## config.mk

```make
export PLATFORM = sky130hd
export DESIGN_NAME = tv1d_ctrl
export DESIGN_NICKNAME = d
export VERILOG_FILES = /design/src/hw/rtl/tv1d_pkg.sv /design/src/hw/rtl/tv1d_ctrl.sv
export SDC_FILE = /design/constraint.sdc
export NUM_CORES = 1
export LEC_CHECK = 0
export BUFFER_PORTS_ARGS = -buffer_cell sky130_fd_sc_hd__buf_4
export CORE_ASPECT_RATIO = 1.4
export CORE_UTILIZATION = 48
export CTS_BUF_LIST = sky130_fd_sc_hd__clkbuf_4 sky130_fd_sc_hd__clkbuf_8 sky130_fd_sc_hd__clkbuf_16
export DETAILED_ROUTE_END_ITERATION = 8
export GPL_TIMING_DRIVEN = 0
export PLACE_DENSITY = 0.77
export SYNTH_ARGS = -nofsm -noshare
export SYNTH_HDL_FRONTEND = slang
export SYNTH_SLANG_ARGS = --single-unit
```

## constraint.sdc

```tcl
create_clock -name clk -period 3.7 [get_ports clk]
set_clock_uncertainty 0.1 [all_clocks]
set_input_delay 0.37 -clock clk [delete_from_list [all_inputs] [get_ports clk]]
set_output_delay 0.37 -clock clk [all_outputs]
set_load 0.01 [all_outputs]
```

## src/hw/rtl/tv1d_pkg.sv

```systemverilog
// ----------------------------------------------------------------------------
// tv1d_pkg
// Constants, command codes, status type and helpers of the 1-D TV denoiser.
// ----------------------------------------------------------------------------
package tv1d_pkg;

  localparam int MAX_LEN = 64;
  localparam int AW = $clog2(MAX_LEN);
  localparam int CW = $clog2(MAX_LEN + 1);
  localparam int SW = 32;
  localparam int LW = 31;
  localparam int VW = 40;
  localparam int DCW = $clog2(VW);
  localparam int GUARD_MAX = 8 * MAX_LEN * MAX_LEN;
  localparam int GW = $clog2(GUARD_MAX + 1) + 1;
  localparam logic [LW-1:0] LAMBDA_RESET = LW'(65536);

  localparam int CMD_W = 5;
  localparam logic [CMD_W-1:0] CMD_NOP     = 5'd0;
  localparam logic [CMD_W-1:0] CMD_LOAD    = 5'd1;
  localparam logic [CMD_W-1:0] CMD_INIT_A  = 5'd2;
  localparam logic [CMD_W-1:0] CMD_INIT_B  = 5'd3;
  localparam logic [CMD_W-1:0] CMD_TOP     = 5'd4;
  localparam logic [CMD_W-1:0] CMD_RD_K0   = 5'd5;
  localparam logic [CMD_W-1:0] CMD_RD_K1   = 5'd6;
  localparam logic [CMD_W-1:0] CMD_B1      = 5'd7;
  localparam logic [CMD_W-1:0] CMD_B3      = 5'd8;
  localparam logic [CMD_W-1:0] CMD_KINC    = 5'd9;
  localparam logic [CMD_W-1:0] CMD_WR_MIN  = 5'd10;
  localparam logic [CMD_W-1:0] CMD_WR_MAX  = 5'd11;
  localparam logic [CMD_W-1:0] CMD_E1      = 5'd12;
  localparam logic [CMD_W-1:0] CMD_E2      = 5'd13;
  localparam logic [CMD_W-1:0] CMD_F1      = 5'd14;
  localparam logic [CMD_W-1:0] CMD_F2      = 5'd15;
  localparam logic [CMD_W-1:0] CMD_DIV_END = 5'd16;
  localparam logic [CMD_W-1:0] CMD_DIV_MIN = 5'd17;
  localparam logic [CMD_W-1:0] CMD_DIV_MAX = 5'd18;
  localparam logic [CMD_W-1:0] CMD_APP_MIN = 5'd19;
  localparam logic [CMD_W-1:0] CMD_APP_MAX = 5'd20;
  localparam logic [CMD_W-1:0] CMD_ORD     = 5'd21;
  localparam logic [CMD_W-1:0] CMD_OLAT    = 5'd22;
  localparam logic [CMD_W-1:0] CMD_ONEXT   = 5'd23;

  typedef struct packed {
    logic fill_last;
    logic umin_neg;
    logic umax_pos;
    logic umin_lt_nl;
    logic umax_gt_l;
    logic umin_ge_l;
    logic umax_le_nl;
    logic k_eq_last;
    logic k_gt_last;
    logic k0_ge_km;
    logic k0_ge_kp;
    logic k0_ge_k;
    logic guard_hit;
    logic div_busy;
    logic o_last;
  } tv1d_stat_t;

  function automatic logic [SW-1:0] sat32(input logic signed [VW-1:0] v);
    if (v > $signed({{(VW-SW+1){1'b0}}, {(SW-1){1'b1}}})) begin
      return {1'b0, {(SW-1){1'b1}}};
    end else if (v < $signed({{(VW-SW+1){1'b1}}, {(SW-1){1'b0}}})) begin
      return {1'b1, {(SW-1){1'b0}}};
    end else begin
      return v[SW-1:0];
    end
  endfunction

endpackage

```

## src/hw/rtl/tv1d_ctrl.sv

```systemverilog
// ----------------------------------------------------------------------------
// tv1d_ctrl
// Controller: sequences loading, the denoising scan and the result readout.
// ----------------------------------------------------------------------------
module tv1d_ctrl import tv1d_pkg::*; (
  input  logic             clk,
  input  logic             rst,
  input  logic             s_tvalid,
  input  logic             s_tlast,
  input  logic             m_tready,
  input  tv1d_stat_t       stat,
  output logic             s_tready,
  output logic             m_tvalid,
  output logic [CMD_W-1:0] cmd
);

  localparam logic [4:0] S_LOAD   = 5'd0;
  localparam logic [4:0] S_INIT_A = 5'd1;
  localparam logic [4:0] S_INIT_B = 5'd2;
  localparam logic [4:0] S_TOP    = 5'd3;
  localparam logic [4:0] S_WCHK   = 5'd4;
  localparam logic [4:0] S_END    = 5'd5;
  localparam logic [4:0] S_EW1    = 5'd6;
  localparam logic [4:0] S_ER1    = 5'd7;
  localparam logic [4:0] S_E1     = 5'd8;
  localparam logic [4:0] S_EW2    = 5'd9;
  localparam logic [4:0] S_ER2    = 5'd10;
  localparam logic [4:0] S_E2     = 5'd11;
  localparam logic [4:0] S_EDW    = 5'd12;
  localparam logic [4:0] S_EW3    = 5'd13;
  localparam logic [4:0] S_RK1    = 5'd14;
  localparam logic [4:0] S_B1     = 5'd15;
  localparam logic [4:0] S_B2     = 5'd16;
  localparam logic [4:0] S_B4     = 5'd17;
  localparam logic [4:0] S_CHKMIN = 5'd18;
  localparam logic [4:0] S_DMW    = 5'd19;
  localparam logic [4:0] S_CHKMAX = 5'd20;
  localparam logic [4:0] S_DXW    = 5'd21;
  localparam logic [4:0] S_FW1    = 5'd22;
  localparam logic [4:0] S_FR1    = 5'd23;
  localparam logic [4:0] S_F1     = 5'd24;
  localparam logic [4:0] S_FW2    = 5'd25;
  localparam logic [4:0] S_FR2    = 5'd26;
  localparam logic [4:0] S_F2     = 5'd27;
  localparam logic [4:0] S_ORD    = 5'd28;
  localparam logic [4:0] S_OLAT   = 5'd29;
  localparam logic [4:0] S_OSHOW  = 5'd30;

  logic [4:0] state, state_next;

  always_ff @(posedge clk) begin
    if (rst) begin
      state <= S_LOAD;
    end else begin
      state <= state_next;
    end
  end

  always_comb begin
    state_next = state;
    cmd        = CMD_NOP;
    s_tready   = 1'b0;
    m_tvalid   = 1'b0;
    case (state)
      S_LOAD: begin
        s_tready = 1'b1;
        if (s_tvalid) begin
          cmd = CMD_LOAD;
          if (s_tlast || stat.fill_last) begin
            state_next = S_INIT_A;
          end
        end
      end
      S_INIT_A: begin
        cmd        = CMD_INIT_A;
        state_next = S_INIT_B;
      end
      S_INIT_B: begin
        cmd        = CMD_INIT_B;
        state_next = S_TOP;
      end
      S_TOP: begin
        cmd        = CMD_TOP;
        state_next = stat.guard_hit ? S_ORD : S_WCHK;
      end
      S_WCHK: begin
        if (stat.k_eq_last) begin
          state_next = S_END;
        end else if (stat.k_gt_last) begin
          state_next = S_ORD;
        end else begin
          state_next = S_RK1;
        end
      end
      S_END: begin
        if (stat.umin_neg) begin
          state_next = S_EW1;
        end else if (stat.umax_pos) begin
          state_next = S_EW2;
        end else begin
          cmd        = CMD_DIV_END;
          state_next = S_EDW;
        end
      end
      S_EW1: begin
        cmd = CMD_WR_MIN;
        if (stat.k0_ge_km) begin
          state_next = S_ER1;
        end
      end
      S_ER1: begin
        cmd        = CMD_RD_K0;
        state_next = S_E1;
      end
      S_E1: begin
        cmd        = CMD_E1;
        state_next = S_WCHK;
      end
      S_EW2: begin
        cmd = CMD_WR_MAX;
        if (stat.k0_ge_kp) begin
          state_next = S_ER2;
        end
      end
      S_ER2: begin
        cmd        = CMD_RD_K0;
        state_next = S_E2;
      end
      S_E2: begin
        cmd        = CMD_E2;
        state_next = S_WCHK;
      end
      S_EDW: begin
        if (!stat.div_busy) begin
          cmd        = CMD_APP_MIN;
          state_next = S_EW3;
        end
      end
      S_EW3: begin
        cmd = CMD_WR_MIN;
        if (stat.k0_ge_k) begin
          state_next = S_ORD;
        end
      end
      S_RK1: begin
        cmd        = CMD_RD_K1;
        state_next = S_B1;
      end
      S_B1: begin
        cmd        = CMD_B1;
        state_next = S_B2;
      end
      S_B2: begin
        if (stat.umin_lt_nl) begin
          state_next = S_FW1;
        end else begin
          cmd        = CMD_B3;
          state_next = S_B4;
        end
      end
      S_B4: begin
        if (stat.umax_gt_l) begin
          state_next = S_FW2;
        end else begin
          cmd        = CMD_KINC;
          state_next = S_CHKMIN;
        end
      end
      S_CHKMIN: begin
        if (stat.umin_ge_l) begin
          cmd        = CMD_DIV_MIN;
          state_next = S_DMW;
        end else begin
          state_next = S_CHKMAX;
        end
      end
      S_DMW: begin
        if (!stat.div_busy) begin
          cmd        = CMD_APP_MIN;
          state_next = S_CHKMAX;
        end
      end
      S_CHKMAX: begin
        if (stat.umax_le_nl) begin
          cmd        = CMD_DIV_MAX;
          state_next = S_DXW;
        end else begin
          state_next = S_TOP;
        end
      end
      S_DXW: begin
        if (!stat.div_busy) begin
          cmd        = CMD_APP_MAX;
          state_next = S_TOP;
        end
      end
      S_FW1: begin
        cmd = CMD_WR_MIN;
        if (stat.k0_ge_km) begin
          state_next = S_FR1;
        end
      end
      S_FR1: begin
        cmd        = CMD_RD_K0;
        state_next = S_F1;
      end
      S_F1: begin
        cmd        = CMD_F1;
        state_next = S_TOP;
      end
      S_FW2: begin
        cmd = CMD_WR_MAX;
        if (stat.k0_ge_kp) begin
          state_next = S_FR2;
        end
      end
      S_FR2: begin
        cmd        = CMD_RD_K0;
        state_next = S_F2;
      end
      S_F2: begin
        cmd        = CMD_F2;
        state_next = S_TOP;
      end
      S_ORD: begin
        cmd        = CMD_ORD;
        state_next = S_OLAT;
      end
      S_OLAT: begin
        cmd        = CMD_OLAT;
        state_next = S_OSHOW;
      end
      S_OSHOW: begin
        m_tvalid = 1'b1;
        if (m_tready) begin
          cmd        = CMD_ONEXT;
          state_next = stat.o_last ? S_LOAD : S_ORD;
        end
      end
      default: state_next = S_LOAD;
    endcase
  end

endmodule

```

==> impl_metrics.toml, run 1 <==
[timing]
slew_violations = 0
timing.final.crit_period_ns = 2.84
worst_slew_pin_slew_ns = 0.793
report.final.hold_viol_count = 0
setup_total_negative_slack_ns = 0
timing.final.crit_share = 0.768
finalSetupViolations = 0
holdWs_ns = 0.231
grt_setup_unrepaired = "no"
timing.max_slew.rel_slack = 0.472
timing.fmax_mhz = 352

[cells_and_area]
registers.top_by_ff_count = "state"
final_nets = 221
layout-drive-gt1-share = 0.225
finish.utilization = 0.626
most_frequent_standard_cell_in_the_layout_excluding_fill_and_tap_cells = "sky130_fd_sc_hd__buf_4"
largest_register_ffs = 5
area_growth_syn_to_layout_pct = 22.7
nFillCells = 225
largestRegisters = "state x5"
final_cell_mix = "sky130_fd_sc_hd__buf_4 (27), sky130_fd_sc_hd__nand2_1 (18), sky130_fd_sc_hd__nor2_1 (14)"
antennaDiodeCount = 0

[global_routing]
largest_net_degree_at_the_start_of_global_routing = 11
grt_usage = 0.351
globalRoute.totalOverflow = 0
grt_first_pass_wirelength_um = 6780
first_global_vias = 1458
antenna_violations_before_repair = 0

[logic_synthesis]
synth_sequential_area_ratio = 0.0901
synth_top_area_share = 0.0901
synth_area_um2 = 1110
synth.ff_latch_count = 5
ys_top_cells_by_area = "sky130_fd_sc_hd__dfxtp_1 (9.0%), sky130_fd_sc_hd__nand2_1 (6.1%), sky130_fd_sc_hd__o21ai_0 (5.9%)"
synth.distinct_cells = 54
syn_inst = 170
synth_top_flop_cell = "sky130_fd_sc_hd__dfxtp_1"
edff_count_synth = 0
synth_async_sr_flop_share = 0
post_synth.cell_area_avg_um2 = 6.54
yosysTopAreaCell = "sky130_fd_sc_hd__dfxtp_1"
yosys_warning_count = 0
synth_fp_nets = 190

[floorplanning]
core_area_um2 = 2180
floorplan.initialDensity = 0.510
rows = 20
design.die.area_um2 = 2510
floorplan.die.height_um = 58.9
dieWidth_um = 42.7
io-pin-count = 27

[cts]
cts_hold_buffers = 0
cts-htree-levels = 1
cts_repair_resize_count = 0
clk_latency_ns = 0.24
cts_made_buffers = 3
post-cts-setup-buffers = 0
clock_sink_count = 5
clock_tree.root_cell = "sky130_fd_sc_hd__clkbuf_4"
tritoncts = "yes"
cts.clk_slew.worst_paths_ns = 0.04
max-clock-path-buffers = 2

[power_and_ir_drop]
comb_power_share = 0.833
power.sequential.fraction = 0.095
pwr_density_cell_nw_per_um2 = 690
power.internal_uw = 423
swShare = 0.550
p_switching_uw = 517
power.ir.vdd_worst_mv = 0.349
part_of_the_total_power_dissipated_in_the_clock_network = 0.072
report.power.total_uw = 941
leakage_uw = 0.000529

[placed_design]
dp.final_hpwl_um = 3220
gp_congestion = 0.997
buffer_ports.inserted = 26

[route]
wirelength_um = 4270
detailroute.via_count = 1570
detailed_route_iter0_violations = 74
drcViolationCount = 0
final_antenna_net_count = 0
route.detailed.wl_per_inst_um = 19.2
firstDrtPassIters = 4
avgViaCountPerCell = 7.07

[setup_path]
critPathLaunchType = "flip-flop"
worst-setup-path-type = "flip-flop to output port"
arrival_ns = 2.37
worst_setup_path_end_kind = "output port"
worstPathRequired_ns = 3.23
timing.critical_path.fanout_max = 10

[job]
maxCapViolations = 0

[hold_path]
hold_class = "primary input to flip-flop"

[status]
status = "completed"
final cells by class:
class                           count  area, um^2  area share
Buffer                             15        75.1      0.0550
Tap cell                           22        27.5      0.0202
Inverter                            8        30.0      0.0220
Multi-Input combinational cell    142         906       0.664
Timing Repair Buffer               26         195       0.143
Clock buffer                        4        30.0      0.0220
Sequential cell                     5         100      0.0734
cell usage after synthesis (2+ instances only):
master and n:
sky130_fd_sc_hd__a211oi_1 7, sky130_fd_sc_hd__a21boi_0 2, sky130_fd_sc_hd__a21oi_1 11, sky130_fd_sc_hd__a31oi_1 2
sky130_fd_sc_hd__a32o_1 2, sky130_fd_sc_hd__a32oi_1 6, sky130_fd_sc_hd__and2_1 3, sky130_fd_sc_hd__buf_1 3
sky130_fd_sc_hd__buf_2 6, sky130_fd_sc_hd__clkbuf_1 4, sky130_fd_sc_hd__dfxtp_1 5, sky130_fd_sc_hd__inv_1 8
sky130_fd_sc_hd__nand2_1 18, sky130_fd_sc_hd__nand2b_1 9, sky130_fd_sc_hd__nand3_1 6, sky130_fd_sc_hd__nor2_1 14
sky130_fd_sc_hd__nor2b_1 6, sky130_fd_sc_hd__nor3_1 3, sky130_fd_sc_hd__o2111ai_1 2, sky130_fd_sc_hd__o211ai_1 2
sky130_fd_sc_hd__o21ai_0 13, sky130_fd_sc_hd__o21bai_1 2, sky130_fd_sc_hd__o221ai_1 3, sky130_fd_sc_hd__o32ai_1 2
sky130_fd_sc_hd__or3_1 2
power by group through the flow:
stage,clock network (uW),registers (uW),logic [uW]
after detailed placement,0,90.2,757
after floorplan,0,85.3,526
after global placement,0,89.6,750
after global routing,76.5,90.9,838
final,68.1,89.0,783
after CTS,69.9,89.6,761
final timing paths:
path | from | end | slack [ns] | cells past startpoint
max reg2reg | state[2] | state[3] | 1.46 | 5
min reg2reg | state[4] | state[0] | 0.74 | 4
max | state[2] | cmd[0] | 0.86 | 7
min | rst | state[0] | 0.23 | 2
logic make-up (layout without fill, tap and decap cells):
logic type / count (synthesis) / in the layout / synth area share
and+or+nand+nor: 74 / 74 / 0.368
AOI/OAI and AO/OA: 66 / 66 / 0.430
buffers and inverters: 23 / 53 / 0.0946
DFF: 5 / 5 / 0.0901
adders and majority gates: 1 / 1 / 0.00901
xor gates and xnor gates: 1 / 1 / 0.00788
critical path: stages, from the launching register on:
cell and delay, ns:
sky130_fd_sc_hd__dfxtp_1 0.42, sky130_fd_sc_hd__clkbuf_1 0.42, sky130_fd_sc_hd__buf_2 0.30, sky130_fd_sc_hd__buf_1 0.36
sky130_fd_sc_hd__nor2_1 0.10, sky130_fd_sc_hd__a211oi_1 0.24, sky130_fd_sc_hd__o211ai_1 0.12, sky130_fd_sc_hd__buf_4 0.17
routing by layer:
metal / GRT usage / vias to the layer above / part of all wire
met4: 0.246 / 0 / 0.060
met2: 0.563 / 112 / 0.46
met3: 0.0276 / 30 / 0.098
met1: 0.439 / 712 / 0.38
li1: - / 716 / -
met5: 0 / - / 0
per-stage QoR:
step	std cells	worst slack, ns	cell area, um^2
finish	222	0.858	1360
global placement	218	1.19	1330
floorplan	170	1.66	1110
detailed placement	218	1.18	1330
global route	222	0.658	1360
CTS	222	0.914	1360
No activity file was read; power rests on OpenSTA's default activity.
==> run 2, diff against run 1 <==
- clock period: 3.7 -> 2.8 ns (I/O delays scaled with it)
==> run 2 against run 1 <==
Routed wire length down 0.70%. Critical path depth unchanged. Total power up 32%. Sequential cell count unchanged. Via count down 2.4%. Sequential share of layout area about the same. Worst hold slack worse by 0.090 ns. Non-clock buffer count down 1. Die area unchanged. Largest cell class unchanged. Final cell count down 0.45%.
==> impl_metrics.toml, run 2 (synthesized netlist as in run 1, its figures left out) <==
[cts]
clock_tree.root_cell = "sky130_fd_sc_hd__clkbuf_4"
post-cts-setup-buffers = 0
tritoncts = "yes"
cts_repair_resize_count = 0
cts.clk_slew.worst_paths_ns = 0.04
clk_latency_ns = 0.24
cts_made_buffers = 3
cts_hold_buffers = 0
cts-htree-levels = 1
clock_sink_count = 5
max-clock-path-buffers = 2

[timing]
holdWs_ns = 0.141
report.final.hold_viol_count = 0
finalSetupViolations = 0
setup_total_negative_slack_ns = 0
worst_slew_pin_slew_ns = 0.765
fin_ws_ns = 0.148
timing.max_slew.rel_slack = 0.490
slew_violations = 0
timing.final.crit_period_ns = 2.65
timing.fmax_mhz = 377
timing.final.crit_share = 0.947
grt_setup_unrepaired = "no"

[floorplanning]
design.die.area_um2 = 2510
dieWidth_um = 42.7
floorplan.die.height_um = 58.9
io-pin-count = 27
floorplan.initialDensity = 0.510
core_area_um2 = 2180
rows = 20

[global_routing]
grt_first_pass_wirelength_um = 6780
globalRoute.totalOverflow = 0
grt_usage = 0.351
first_global_vias = 1458
antenna_violations_before_repair = 0
largest_net_degree_at_the_start_of_global_routing = 11

[job]
maxCapViolations = 0

[cells_and_area]
final_nets = 220
layout-drive-gt1-share = 0.231
most_frequent_standard_cell_in_the_layout_excluding_fill_and_tap_cells = "sky130_fd_sc_hd__buf_4"
largest_register_ffs = 5
antennaDiodeCount = 0
largestRegisters = "state x5"
final_cell_mix = "sky130_fd_sc_hd__buf_4 (27), sky130_fd_sc_hd__nand2_1 (18), sky130_fd_sc_hd__nor2_1 (14)"
registers.top_by_ff_count = "state"
area_growth_syn_to_layout_pct = 22.5
layout.cells.non_filler = 221

[setup_path]
worst-r2r-cell-count = 6
critPathLaunchType = "flip-flop"
timing.critical_path.fanout_max = 10
worst-setup-path-type = "flip-flop to output port"
arrival_ns = 2.27
worstPathRequired_ns = 2.42
worst_setup_path_end_kind = "output port"

[route]
avgViaCountPerCell = 6.94
final_antenna_net_count = 0
detailed_route_iter0_violations = 113
drcViolationCount = 0
firstDrtPassIters = 5
detailroute.via_count = 1533
route.detailed.wl_per_inst_um = 19.2
wirelength_um = 4240

[power_and_ir_drop]
leakage_uw = 0.000531
report.power.total_uw = 1240
pwr_density_cell_nw_per_um2 = 909
power.ir.vdd_worst_mv = 0.447

[placed_design]
gp_congestion = 0.997
buffer_ports.inserted = 26
numPlacedInstances = 218
dp.final_hpwl_um = 3220
dp_worst_setup_slack_ns = 0.367

[hold_path]
worstHoldPathCells = 2
hold_class = "primary input to flip-flop"

[status]
status = "completed"
-- run 2: cell types whose count changed in the layout (fill, tap and decap cells not counted), sizes merged --
cell	before	now
buf	37	36
-- run 2: report_power, final --
part | total [uW] | leakage (uW) | switching, uW | internal [uW]
Combinational | 1030 | 0.000471 | 632 | 398
Sequential | 118 | 0.0000414 | 20.5 | 97.1
Clock | 89.7 | 0.0000184 | 26.4 | 63.3
Total | 1240 | 0.000531 | 679 | 559
-- run 2: final cells by class --
class                      count  area [um^2]
tap                           22         27.5
sequential                     5          100
fill                         224          816
timing repair buffer          26          195
clock buffer                   4         30.0
buffer                        14         72.6
inverter                       8         30.0
multi-input combinational    142          906
-- run 2: final timing paths --
| path | end | startpoint | slack, ns |
|---|---|---|---|
| setup reg to reg | state[3] | state[4] | 0.57 |
| hold reg to reg | state[0] | state[4] | 0.73 |
| hold / removal | state[0] | rst | 0.14 |
| setup / recovery | cmd[4] | state[2] | 0.15 |
-- run 2: worst max-delay path: stages, from the launching register on --
cell	delay (ns)
sky130_fd_sc_hd__dfxtp_1	0.42
sky130_fd_sc_hd__clkbuf_1	0.40
sky130_fd_sc_hd__buf_2	0.30
sky130_fd_sc_hd__or3_1	0.16
sky130_fd_sc_hd__a21oi_1	0.09
sky130_fd_sc_hd__a41oi_1	0.30
sky130_fd_sc_hd__o2111ai_1	0.18
sky130_fd_sc_hd__buf_4	0.18
-- run 2: per-stage QoR --
step	area (um^2)	utilization
finish	1360	0.625
global route	1360	0.625
CTS	1360	0.626
detailed placement	1330	0.613
global placement	1330	0.613
floorplan	1110	-
-- run 2: per-layer routing --
layer | GRT usage | up-vias | share of wire
li1 | - | 707 | -
met1 | 0.439 | 689 | 0.38
met2 | 0.563 | 113 | 0.47
met3 | 0.0276 | 24 | 0.099
met4 | 0.246 | 0 | 0.051
met5 | 0 | - | 0
